<file path="src/hw/rtl/bvp_pkg.sv">
// bvp_pkg: shared types and constants of the battery voltage to percent block
// holds the discharge curve tables, field widths and the controller/datapath structs
// no dependencies

package bvp_pkg;

    // field widths
    localparam int SAMPLE_W = 13;
    localparam int PCT_W    = 7;
    localparam int IN_TDATA_W  = 16;
    localparam int OUT_TDATA_W = 8;

    // built-in curve length and index width
    localparam int TABLE_LEN = 13;
    localparam int IDX_W     = 4;

    // segment arithmetic widths: width up to 500 mV, step up to 10 percent
    localparam int WID_W  = 9;
    localparam int STEP_W = 4;
    localparam int NUM_W  = WID_W + STEP_W;
    localparam int CNT_W  = 4;

    localparam logic [PCT_W-1:0] PCT_FULL = 7'd100;
    localparam logic [PCT_W-1:0] PCT_EMPTY = 7'd0;

    // breakpoints in mV, descending
    localparam logic [SAMPLE_W-1:0] CURVE_MV [TABLE_LEN] = '{
        13'd4200, 13'd4080, 13'd4000, 13'd3930, 13'd3870, 13'd3820, 13'd3790,
        13'd3770, 13'd3730, 13'd3700, 13'd3680, 13'd3500, 13'd3000
    };

    // charge at each breakpoint in percent
    localparam logic [PCT_W-1:0] CURVE_PCT [TABLE_LEN] = '{
        7'd100, 7'd90, 7'd80, 7'd70, 7'd60, 7'd50, 7'd40,
        7'd30, 7'd20, 7'd15, 7'd10, 7'd5, 7'd0
    };

    // commands from controller to datapath
    typedef struct packed {
        logic load;
        logic search;
        logic mul;
        logic div;
        logic emit;
    } t_cmd;

    // status from datapath to controller
    typedef struct packed {
        logic hit;
        logic last;
        logic top;
        logic div_last;
    } t_stat;

endpackage

</file>
<file path="src/hw/rtl/bvp_ctrl.sv">
// bvp_ctrl: sequencing state machine of the battery voltage to percent block
// steps search, multiply and divide, and owns both handshakes
// depends on bvp_pkg

module bvp_ctrl (
    input  logic           i_clk,
    input  logic           i_rst_n,
    input  logic           i_s_tvalid,
    output logic           o_s_tready,
    output logic           o_m_tvalid,
    input  logic           i_m_tready,
    input  bvp_pkg::t_stat i_stat,
    output bvp_pkg::t_cmd  o_cmd
);

    typedef enum logic [2:0] {
        ST_IDLE,
        ST_SEARCH,
        ST_MUL,
        ST_DIV,
        ST_FIN
    } t_state;

    t_state r_state;
    t_state n_state;
    logic   r_m_tvalid;
    logic   n_m_tvalid;
    logic   w_out_free;

    assign w_out_free = !r_m_tvalid || i_m_tready;
    assign o_s_tready = (r_state == ST_IDLE);
    assign o_m_tvalid = r_m_tvalid;

    // next state and commands
    always_comb begin
        n_state    = r_state;
        n_m_tvalid = r_m_tvalid && !i_m_tready;
        o_cmd      = '0;
        case (r_state)
            ST_IDLE: begin
                if (i_s_tvalid) begin
                    o_cmd.load = 1'b1;
                    n_state    = ST_SEARCH;
                end
            end
            ST_SEARCH: begin
                o_cmd.search = 1'b1;
                if (i_stat.hit) begin
                    n_state = i_stat.top ? ST_FIN : ST_MUL;
                end else if (i_stat.last) begin
                    n_state = ST_FIN;
                end
            end
            ST_MUL: begin
                o_cmd.mul = 1'b1;
                n_state   = ST_DIV;
            end
            ST_DIV: begin
                o_cmd.div = 1'b1;
                if (i_stat.div_last) begin
                    n_state = ST_FIN;
                end
            end
            ST_FIN: begin
                if (w_out_free) begin
                    o_cmd.emit = 1'b1;
                    n_m_tvalid = 1'b1;
                    n_state    = ST_IDLE;
                end
            end
            default: begin
                n_state = ST_IDLE;
            end
        endcase
    end

    // state and output valid
    always_ff @(posedge i_clk) begin
        if (!i_rst_n) begin
            r_state    <= ST_IDLE;
            r_m_tvalid <= 1'b0;
        end else begin
            r_state    <= n_state;
            r_m_tvalid <= n_m_tvalid;
        end
    end

    // the divider always follows the multiply, which only runs after a hit below the top breakpoint
    a_div_after_mul: assert property (@(posedge i_clk) disable iff (!i_rst_n)
        (r_state == ST_MUL) |=> (r_state == ST_DIV))
        else $error("divide did not follow multiply");

    // a result is only emitted into a free output register
    a_emit_free: assert property (@(posedge i_clk) disable iff (!i_rst_n)
        o_cmd.emit |-> w_out_free)
        else $error("result overwrote a pending transfer");

    // no new sample is taken while one is in flight
    a_one_at_a_time: assert property (@(posedge i_clk) disable iff (!i_rst_n)
        (i_s_tvalid && o_s_tready) |=> !o_s_tready)
        else $error("second sample accepted while busy");

endmodule

</file>
<file path="src/hw/rtl/bvp_dp.sv">
// bvp_dp: datapath of the battery voltage to percent block
// serial breakpoint search, segment multiply, restoring divider and result register
// depends on bvp_pkg

module bvp_dp #(
    parameter int N_USE = 13,
    parameter int K_W   = 4
) (
    input  logic                          i_clk,
    input  logic [bvp_pkg::SAMPLE_W-1:0]  i_sample,
    input  bvp_pkg::t_cmd                 i_cmd,
    output bvp_pkg::t_stat                o_stat,
    output logic [bvp_pkg::PCT_W-1:0]     o_pct,
    output logic                          o_below
);

    localparam int SW = bvp_pkg::SAMPLE_W;
    localparam int PW = bvp_pkg::PCT_W;
    localparam int WW = bvp_pkg::WID_W;
    localparam int NW = bvp_pkg::NUM_W;
    localparam int CW = bvp_pkg::CNT_W;
    localparam int IW = bvp_pkg::IDX_W;

    logic [SW-1:0] r_sample;
    logic [K_W-1:0] r_k;
    logic          r_below;
    logic [WW-1:0] r_width;
    logic [PW-1:0] r_pct_lo;
    logic [NW-1:0] r_num;
    logic [WW-1:0] r_rem;
    logic [CW-1:0] r_cnt;
    logic [PW-1:0] r_pct;
    logic          r_out_below;

    logic [IW-1:0]   w_idx;
    logic [IW-1:0]   w_idx_up;
    logic [SW-1:0]   w_mv;
    logic [SW-1:0]   w_mv_up;
    logic [SW-1:0]   w_excess;
    logic [SW-1:0]   w_span;
    logic [PW-1:0]   w_pct_diff;
    logic [NW-1:0]   w_product;
    logic [WW:0]     w_trial;
    logic            w_q;
    logic [PW-1:0]   w_result;

    // table lookups at the current and the next higher breakpoint
    assign w_idx      = IW'(r_k);
    assign w_idx_up   = w_idx - 1'b1;
    assign w_mv       = bvp_pkg::CURVE_MV[w_idx];
    assign w_mv_up    = bvp_pkg::CURVE_MV[w_idx_up];
    assign w_excess   = r_sample - w_mv;
    assign w_span     = w_mv_up - w_mv;
    assign w_pct_diff = bvp_pkg::CURVE_PCT[w_idx_up] - bvp_pkg::CURVE_PCT[w_idx];
    assign w_product  = NW'(w_excess[WW-1:0]) * NW'(w_pct_diff[bvp_pkg::STEP_W-1:0]);

    // one restoring divide step
    assign w_trial = {r_rem, r_num[NW-1]};
    assign w_q     = (w_trial >= {1'b0, r_width});

    assign o_stat.hit      = (r_sample >= w_mv);
    assign o_stat.last     = (r_k == K_W'(N_USE - 1));
    assign o_stat.top      = (r_k == '0);
    assign o_stat.div_last = (r_cnt == CW'(NW - 1));

    // final value for the finished sample
    always_comb begin
        if (r_below) begin
            w_result = bvp_pkg::PCT_EMPTY;
        end else if (r_k == '0) begin
            w_result = bvp_pkg::PCT_FULL;
        end else begin
            w_result = r_pct_lo + r_num[PW-1:0];
        end
    end

    // search index and below-range flag
    always_ff @(posedge i_clk) begin
        if (i_cmd.load) begin
            r_sample <= i_sample;
            r_k      <= '0;
            r_below  <= 1'b0;
        end else if (i_cmd.search && !o_stat.hit) begin
            if (o_stat.last) begin
                r_below <= 1'b1;
            end else begin
                r_k <= r_k + 1'b1;
            end
        end
    end

    // segment setup and divider
    always_ff @(posedge i_clk) begin
        if (i_cmd.mul) begin
            r_width  <= w_span[WW-1:0];
            r_pct_lo <= bvp_pkg::CURVE_PCT[w_idx];
            r_num    <= w_product;
            r_rem    <= '0;
            r_cnt    <= '0;
        end else if (i_cmd.div) begin
            r_rem <= w_q ? WW'(w_trial - {1'b0, r_width}) : w_trial[WW-1:0];
            r_num <= {r_num[NW-2:0], w_q};
            r_cnt <= r_cnt + 1'b1;
        end
    end

    // output payload register
    always_ff @(posedge i_clk) begin
        if (i_cmd.emit) begin
            r_pct       <= w_result;
            r_out_below <= r_below;
        end
    end

    assign o_pct   = r_pct;
    assign o_below = r_out_below;

endmodule

</file>
<file path="src/hw/rtl/battery_voltage_to_percent.sv">
// battery_voltage_to_percent: battery sample in mV to remaining charge in percent
// sequence: accept, then a serial search over the N breakpoints in use, then a multiply and
//   a bit-serial restoring divide only when interpolating, then the result; a sample at or above
//   the top breakpoint goes straight to the result, as does one below the lowest after the search
// throughput: one sample at a time, next accept the cycle after the result is registered
// a finished result waits in the output register while the next sample is taken
// reset (synchronous, active low) clears the state machine and output valid
// depends on bvp_pkg, bvp_ctrl, bvp_dp

module battery_voltage_to_percent #(
    parameter int CURVE_POINTS = 13
) (
    input  logic        i_clk,
    input  logic        i_rst_n,
    input  logic        i_s_tvalid,
    output logic        o_s_tready,
    input  logic [15:0] i_s_tdata,   // [12:0] sample_mv, [15:13] zero
    output logic        o_m_tvalid,
    input  logic        i_m_tready,
    output logic [7:0]  o_m_tdata,   // [6:0] charge_percent, [7] zero
    output logic        o_m_tuser    // [0] below_empty
);

    localparam int N_CLAMP = (CURVE_POINTS > bvp_pkg::TABLE_LEN) ?
                             bvp_pkg::TABLE_LEN : CURVE_POINTS;
    localparam int N_USE   = (N_CLAMP < 2) ? 2 : N_CLAMP;
    localparam int K_W     = $clog2(N_USE);

    bvp_pkg::t_cmd  w_cmd;
    bvp_pkg::t_stat w_stat;
    logic [bvp_pkg::PCT_W-1:0] w_pct;
    logic                      w_below;

    // sequencer
    bvp_ctrl u_ctrl (
        .i_clk      (i_clk),
        .i_rst_n    (i_rst_n),
        .i_s_tvalid (i_s_tvalid),
        .o_s_tready (o_s_tready),
        .o_m_tvalid (o_m_tvalid),
        .i_m_tready (i_m_tready),
        .i_stat     (w_stat),
        .o_cmd      (w_cmd)
    );

    // search and interpolation datapath
    bvp_dp #(
        .N_USE (N_USE),
        .K_W   (K_W)
    ) u_dp (
        .i_clk    (i_clk),
        .i_sample (i_s_tdata[bvp_pkg::SAMPLE_W-1:0]),
        .i_cmd    (w_cmd),
        .o_stat   (w_stat),
        .o_pct    (w_pct),
        .o_below  (w_below)
    );

    assign o_m_tdata = {{(bvp_pkg::OUT_TDATA_W - bvp_pkg::PCT_W){1'b0}}, w_pct};
    assign o_m_tuser = w_below;

    // below-range results always read as empty
    a_below_empty: assert property (@(posedge i_clk) disable iff (!i_rst_n)
        (o_m_tvalid && o_m_tuser) |-> (o_m_tdata[6:0] == 7'd0))
        else $error("below-range result not empty");

    // charge never exceeds full
    a_pct_range: assert property (@(posedge i_clk) disable iff (!i_rst_n)
        o_m_tvalid |-> (o_m_tdata[6:0] <= 7'd100))
        else $error("charge above 100 percent");

    // a stalled result stays valid and unchanged
    a_hold_while_stalled: assert property (@(posedge i_clk) disable iff (!i_rst_n)
        (o_m_tvalid && !i_m_tready) |=> (o_m_tvalid && $stable(o_m_tdata) &&
        $stable(o_m_tuser)))
        else $error("stalled result changed");

endmodule
</file>
<file path="config.mk">
export PLATFORM = sky130hd
export DESIGN_NAME = battery_voltage_to_percent
export DESIGN_NICKNAME = d
export VERILOG_FILES = /design/src/hw/rtl/bvp_pkg.sv /design/src/hw/rtl/bvp_ctrl.sv /design/src/hw/rtl/bvp_dp.sv /design/src/hw/rtl/battery_voltage_to_percent.sv
export SDC_FILE = /design/constraint.sdc
export NUM_CORES = 1
export LEC_CHECK = 0
export ABC_AREA = 1
export BUFFER_PORTS_ARGS = -buffer_cell sky130_fd_sc_hd__buf_4
export CAP_MARGIN = 40
export CORE_ASPECT_RATIO = 1.5
export CORE_MARGIN = 5
export CORE_UTILIZATION = 65
export DETAILED_ROUTE_END_ITERATION = 8
export PLACE_DENSITY = 0.91
export SLEW_MARGIN = 25
export SYNTH_ARGS = -nofsm -noshare
export SYNTH_HDL_FRONTEND = slang
export SYNTH_SLANG_ARGS = --single-unit
</file>
<file path="constraint.sdc">
create_clock -name i_clk -period 10.33 [get_ports i_clk]
set_input_delay 1.033 -clock i_clk [delete_from_list [all_inputs] [get_ports i_clk]]
set_output_delay 1.033 -clock i_clk [all_outputs]
set_load 0.005 [all_outputs]
</file>
# Yosys cells after proc, flatten, opt, wreduce, memory -nomap -nowiden
# Memories as Yosys holds them, arrays and structs flattened.
# Cells that the tools add are included.
# W data, S select, Z words.
# classes
addsub,8
n_mul,1
div,0
n_lt_le_gt_ge,4
n_eq_ne,10
shift,0
n_mux,28
n_bitwise,3
n_reduce_logical,13
# ops
operator,count
$mux W13,4
$mux W9,3
$sub A9 B9 Y9,3
$mux W7,3
$mux W3,6
$pmux W3 S5,1
$ge A13 B13 Y1,1
$mul A9 B4 Y13,1
$ge A10 B9 Y1,1
$ge A5 B5 Y1 const B,2
$not A4 Y5,2
$mux W1,9
$add A4 B1 Y4 const B,2
$eq A4 B4 Y1 const B,2
$mux W4,2
$add A7 B7 Y7,1
$eq A3 B2 Y1 const B,2
$logic_not A4 Y1,1
$ne A2 B1 Y1 const B,2
$reduce_and A2 Y1,2
$reduce_and A4 Y1,1
$sub A4 B1 Y4 const B,1
$sub A4 B4 Y4,1
$eq A3 B1 Y1 const B,1
other kinds (10),13
# totals
reg_bits,72
latchBits,0
mem_bits_rw,0
rom_bits,640
output_inout_bits,11
word_cells,84
mem_count,4
# memory_table
name,depth,word_bits,rd,rd_ports_with_merged_regs,write_ports,line,text
(no name shown),16,13,1,0,0,bvp_dp.sv:51,assign w_mv_up = bvp_pkg::CURVE_MV[w_idx_up];
(no name shown),16,13,1,0,0,bvp_dp.sv:50,assign w_mv = bvp_pkg::CURVE_MV[w_idx];
(no name shown),16,7,1,0,0,bvp_dp.sv:54,assign w_pct_diff = bvp_pkg::CURVE_PCT[w_idx_up] - bvp_pkg::CURVE_PCT[w_idx];
(no name shown),16,7,1,0,0,bvp_dp.sv:54,

# Logic depth before layout (Yosys ltp)
# logic_depth
depth_word,8
mapped_depth,30
depth_no_buf,29

# By module
# A second synthesis with hierarchy kept.
# unflattened
hier_cells,773
hier_area_um2,6054.6
# by_module_without_submodules
module,instances,cells_per_inst,area_each_um2
bvp_dp,1,725,5743.0
bvp_ctrl,1,46,300.3
battery_voltage_to_percent,1,2,11.3

# Least setup slack after synthesis
# No wires, ideal clock.
# synth_path
path_type,flip-flop to flip-flop
from,register u_dp.r_k[0]
to,"register u_dp.r_num[7], data pin"
setup_time_ns,0.254
arrival_ns,5.195
required_ns,10.076
path_slack_ns,4.881
stages_incl_launch_ff,28
path_buffers,1
period_less_slack_ns,5.449
path_cell_list,dfxtp_1 -> buf_6 -> inv_1 -> ha_1 -> inv_1 -> ha_1 -> inv_1 -> nand2_1 -> o21ai_0 -> ha_1 -> a21oi_1 -> nand2_1 -> xor2_1 -> or2_4 -> nand2_8 -> nor2_2 -> fa_1 -> inv_1 -> fa_1 -> inv_1 -> ha_1 -> nand2_1 -> nand2_1 -> or2_2 -> a21o_1 -> or2_2 -> nand3_1 -> nand2_1
# synth_between
elab_chain_cells,8
word_cells_on_any_way,16
classes_between,add/sub: 3; mul: 1; mux: 7; bitwise: 2; memory: 3
# synth_rtl
item,line,text
"start, declared",bvp_dp.sv:25,logic [K_W-1:0] r_k;
"start signal, assigned",bvp_dp.sv:87,r_k <= r_k + 1'b1;
$sub A4 B1 Y4,bvp_dp.sv:49,assign w_idx_up = w_idx - 1'b1;
via u_dp.w_idx_up[0],bvp_dp.sv:36,logic [IW-1:0] w_idx_up;
$not A4 Y5 (not written as such),bvp_dp.sv:54,
$mem_v2 Z16 W7,n/a,
$mux W4 (not written as such) (2 in series),bvp_dp.sv:54,
$sub A4 B4 Y4,bvp_dp.sv:54,
$mul A9 B4 Y13,bvp_dp.sv:55,assign w_product = NW'(w_excess[WW-1:0]) * NW'(w_pct_diff[bvp_pkg::STEP_W-1:0]);
$mux W13,bvp_dp.sv:94,if (i_cmd.mul) begin
"end signal, assigned",bvp_dp.sv:97,r_num <= w_product;
"end signal, assigned",bvp_dp.sv:102,"r_num <= {r_num[NW-2:0], w_q};"
"end, declared",bvp_dp.sv:29,logic [NW-1:0] r_num;
# The timed path passes the listed nets, and every way through them passes these cells. The select of a mux whose other input is x is not followed.
# A chain may end at the register's enable or synchronous reset.

# Final worst setup path
# Same ends and word-level chain as after synthesis.

==> qor.yml <==
status:
  status: "finished, final reports clean"
cells_and_area:
  area_growth_pct: 10.1
  drive_gt1_share_pct: 10.1
  layout_commonest_cell: "nand2_1"
  fin_cells: 895
  diodes: 0
  mostFrequentLayoutCells: "nand2_1, inv_1, nor2_1"
  nets: 887
die:
  fp.dieArea_um2: 11200
  die_x_um: 88.1
  core_um2: 8880
  initial_utilization_pct: 67.0
  die_y_um: 127
  ioPinCount: 31
  num_rows: 42
clock_tree:
  cts_tree: "built"
  clk_pin_slew_ps: 60
  max-clock-path-buffers: 2
  cts_buffers: 9
  cts_htree_levels: 3
  post_cts_buffers: 0
  cts_resized: 0
  clock_latency_ps: 340
  ctsHoldBuffers: 0
  cts_sinks: 71
  cts_root_buf: "clkbuf_16"
sta:
  tns_ps: 0
  worst_slack_ps: 3980
  min_period_over_period_pct: 61.5
  slew_headroom_pct: 48.7
  finalClockSkew_ps: 4.54
  drv_slew: 0
  layout_min_cycle_time_ps: 6350
  worst_slew_pin_slew_ps: 767
  fmax_mhz: 157
  finalSetupViolations: 0
  rsz0062_at_grt: "no"
  hold_violations: 0
drt:
  drtIter0Drc: 269
  firstDrtPassIters: 4
  ant_nets: 0
  wirelength_mm: 13.9
  vias_per_cell: 5.72
  drc: 0
  via_count: 5116
  wire_per_inst_um: 15.5
synthesis:
  syn_inst: 750
  ys_seq_area_share_pct: 32.1
  synth_fp_nets: 857
  synth_area_um2: 5950
  ys_warn_count: 0
  synth_cell_types: 48
  synth_edf_count: 49
  yosysTopAreaCell: "edfxtp_1"
  ys_ff_latch: 71
  syn_avg_cell_area_um2: 7.93
  synth_top_area_share_pct: 24.7
  synth.area.top_cells: "edfxtp_1, ha_1, nand2_1, inv_1, dfxtp_1"
  synth-main-ff-cell: "edfxtp_1"
  synthArstFlopShare_pct: 0
global_routing:
  grt_antenna_before_repair: 0
  overflow: 0
  grt_pass1_vias: 5183
  grt_start_max_net_pins: 26
  grt_pass1_wl_mm: 23.5
  grt.total_usage_pct: 26.5
placed_design:
  dp_hpwl_mm: 10.8
  io_buffer_count: 26
  pre_cts_ws_ps: 4100
  place_inst: 879
  gp_congestion: 0.892
hold_path:
  hp-class: "flip-flop to flip-flop"
  worstHoldStart: "u_dp.r_rem[8]$_SDFFE_PN0P_"
job:
  cap_violations: 0
worst_setup_path:
  endpoint_kind: "flip-flop"
  path_class: "flip-flop to flip-flop"
  arrival_ps: 6440
  critPathLaunchType: "flip-flop"
  cp-startpoint: "u_dp.r_k[0]$_SDFFE_PP0P_"
  crit_required_ps: 10420
  critPathMaxFanout: 11
  reg2reg_from: "u_dp.r_k[0]$_SDFFE_PP0P_"
-- per-layer routing --
metal	track usage [%]	routed length (µm)
met1	29.0	5190
met2	48.4	7430
met3	4.32	663
met4	12.7	625
met5	0	0
-- Yosys cell counts, types with 2 or more instances --
master and n:
a21o_1 3, a21oi_1 43, a31oi_1 6, buf_2 2, buf_4 2, clkbuf_1 4
dfxtp_1 22, edfxtp_1 49, fa_1 19, ha_1 68, inv_1 123, inv_2 5
nand2_1 146, nand2_2 3, nand2_4 2, nand3_1 43, nand3b_1 6, nand4_1 7
nor2_1 72, nor2_2 10, nor3_1 6, o211ai_1 3, o21a_1 2, o21ai_0 50
o21ai_1 2, o21ai_2 2, or2_2 6, or2_4 2, xnor2_1 8, xor2_1 16
-- worst max-delay path, cell delays in order (launching register included) --
cell	delay [ps]
dfxtp_1	620
inv_1	310
ha_1	350
inv_1	150
ha_1	310
inv_1	260
nand2_1	110
o21ai_0	220
ha_1	300
a21oi_1	150
nand2_1	70
xor2_1	280
nand2_1	210
nand2_8	160
nor2_2	50
fa_1	540
inv_1	50
fa_1	520
inv_1	40
ha_1	350
nand2_1	90
nand2_1	60
or2_2	310
a21o_1	180
or2_2	270
nand3_1	70
nand2_1	50
-- through the flow --
| step | area [µm²] | hold slack, ps | util, % |
|---|---|---|---|
| floorplan | 5950 | 419 | - |
| global placement | 6240 | 436 | 70.3 |
| detailed placement | 6240 | 443 | 70.3 |
| CTS | 6550 | 460 | 73.7 |
| global route | 6550 | 466 | 73.7 |
| finish | 6550 | 465 | 73.7 |
-- registers in the layout (all words and copies together) (netlist names), 3 cells and up --
name and count:
u_ctrl.r_state 3, u_dp.o_pct 7, u_dp.r_cnt 4, u_dp.r_k 4
u_dp.r_num 13, u_dp.r_pct_lo 7, u_dp.r_rem 9, u_dp.r_sample 13
u_dp.r_width 8
-- final cells by class --
type                            instances  area [µm²]
Fill cell                             613        2330
Inverter                              129         487
Timing Repair Buffer                   28         210
Clock inverter                          3        22.5
Tap cell                              110         138
Multi-Input combinational cell        541        3500
Clock buffer                           13         283
Sequential cell                        71        1910
-- cells by family after synthesis --
logic type | after synthesis | synth area share [%]
fa+ha+maj | 87 | 20.7
flops | 71 | 32.1
buf+inv | 138 | 9.05
other cells | 1 | 0.0631
simple gates | 308 | 23.1
compound gates | 121 | 11.4
xor+xnor | 24 | 3.53
-- path summary, 6_finish.rpt --
kind                           endpoint  slack (ps)  cells past startpoint
max             u_dp.r_num[7]$_DFFE_PP_        3980                     26
min          u_dp.r_rem[8]$_SDFFE_PN0P_         460                      2
max reg2reg     u_dp.r_num[7]$_DFFE_PP_        3980                     26
min reg2reg  u_dp.r_rem[8]$_SDFFE_PN0P_         460                      2
Power is not shown: default switching activity piles up to over one toggle a cycle in this logic, so the estimate is an artifact.
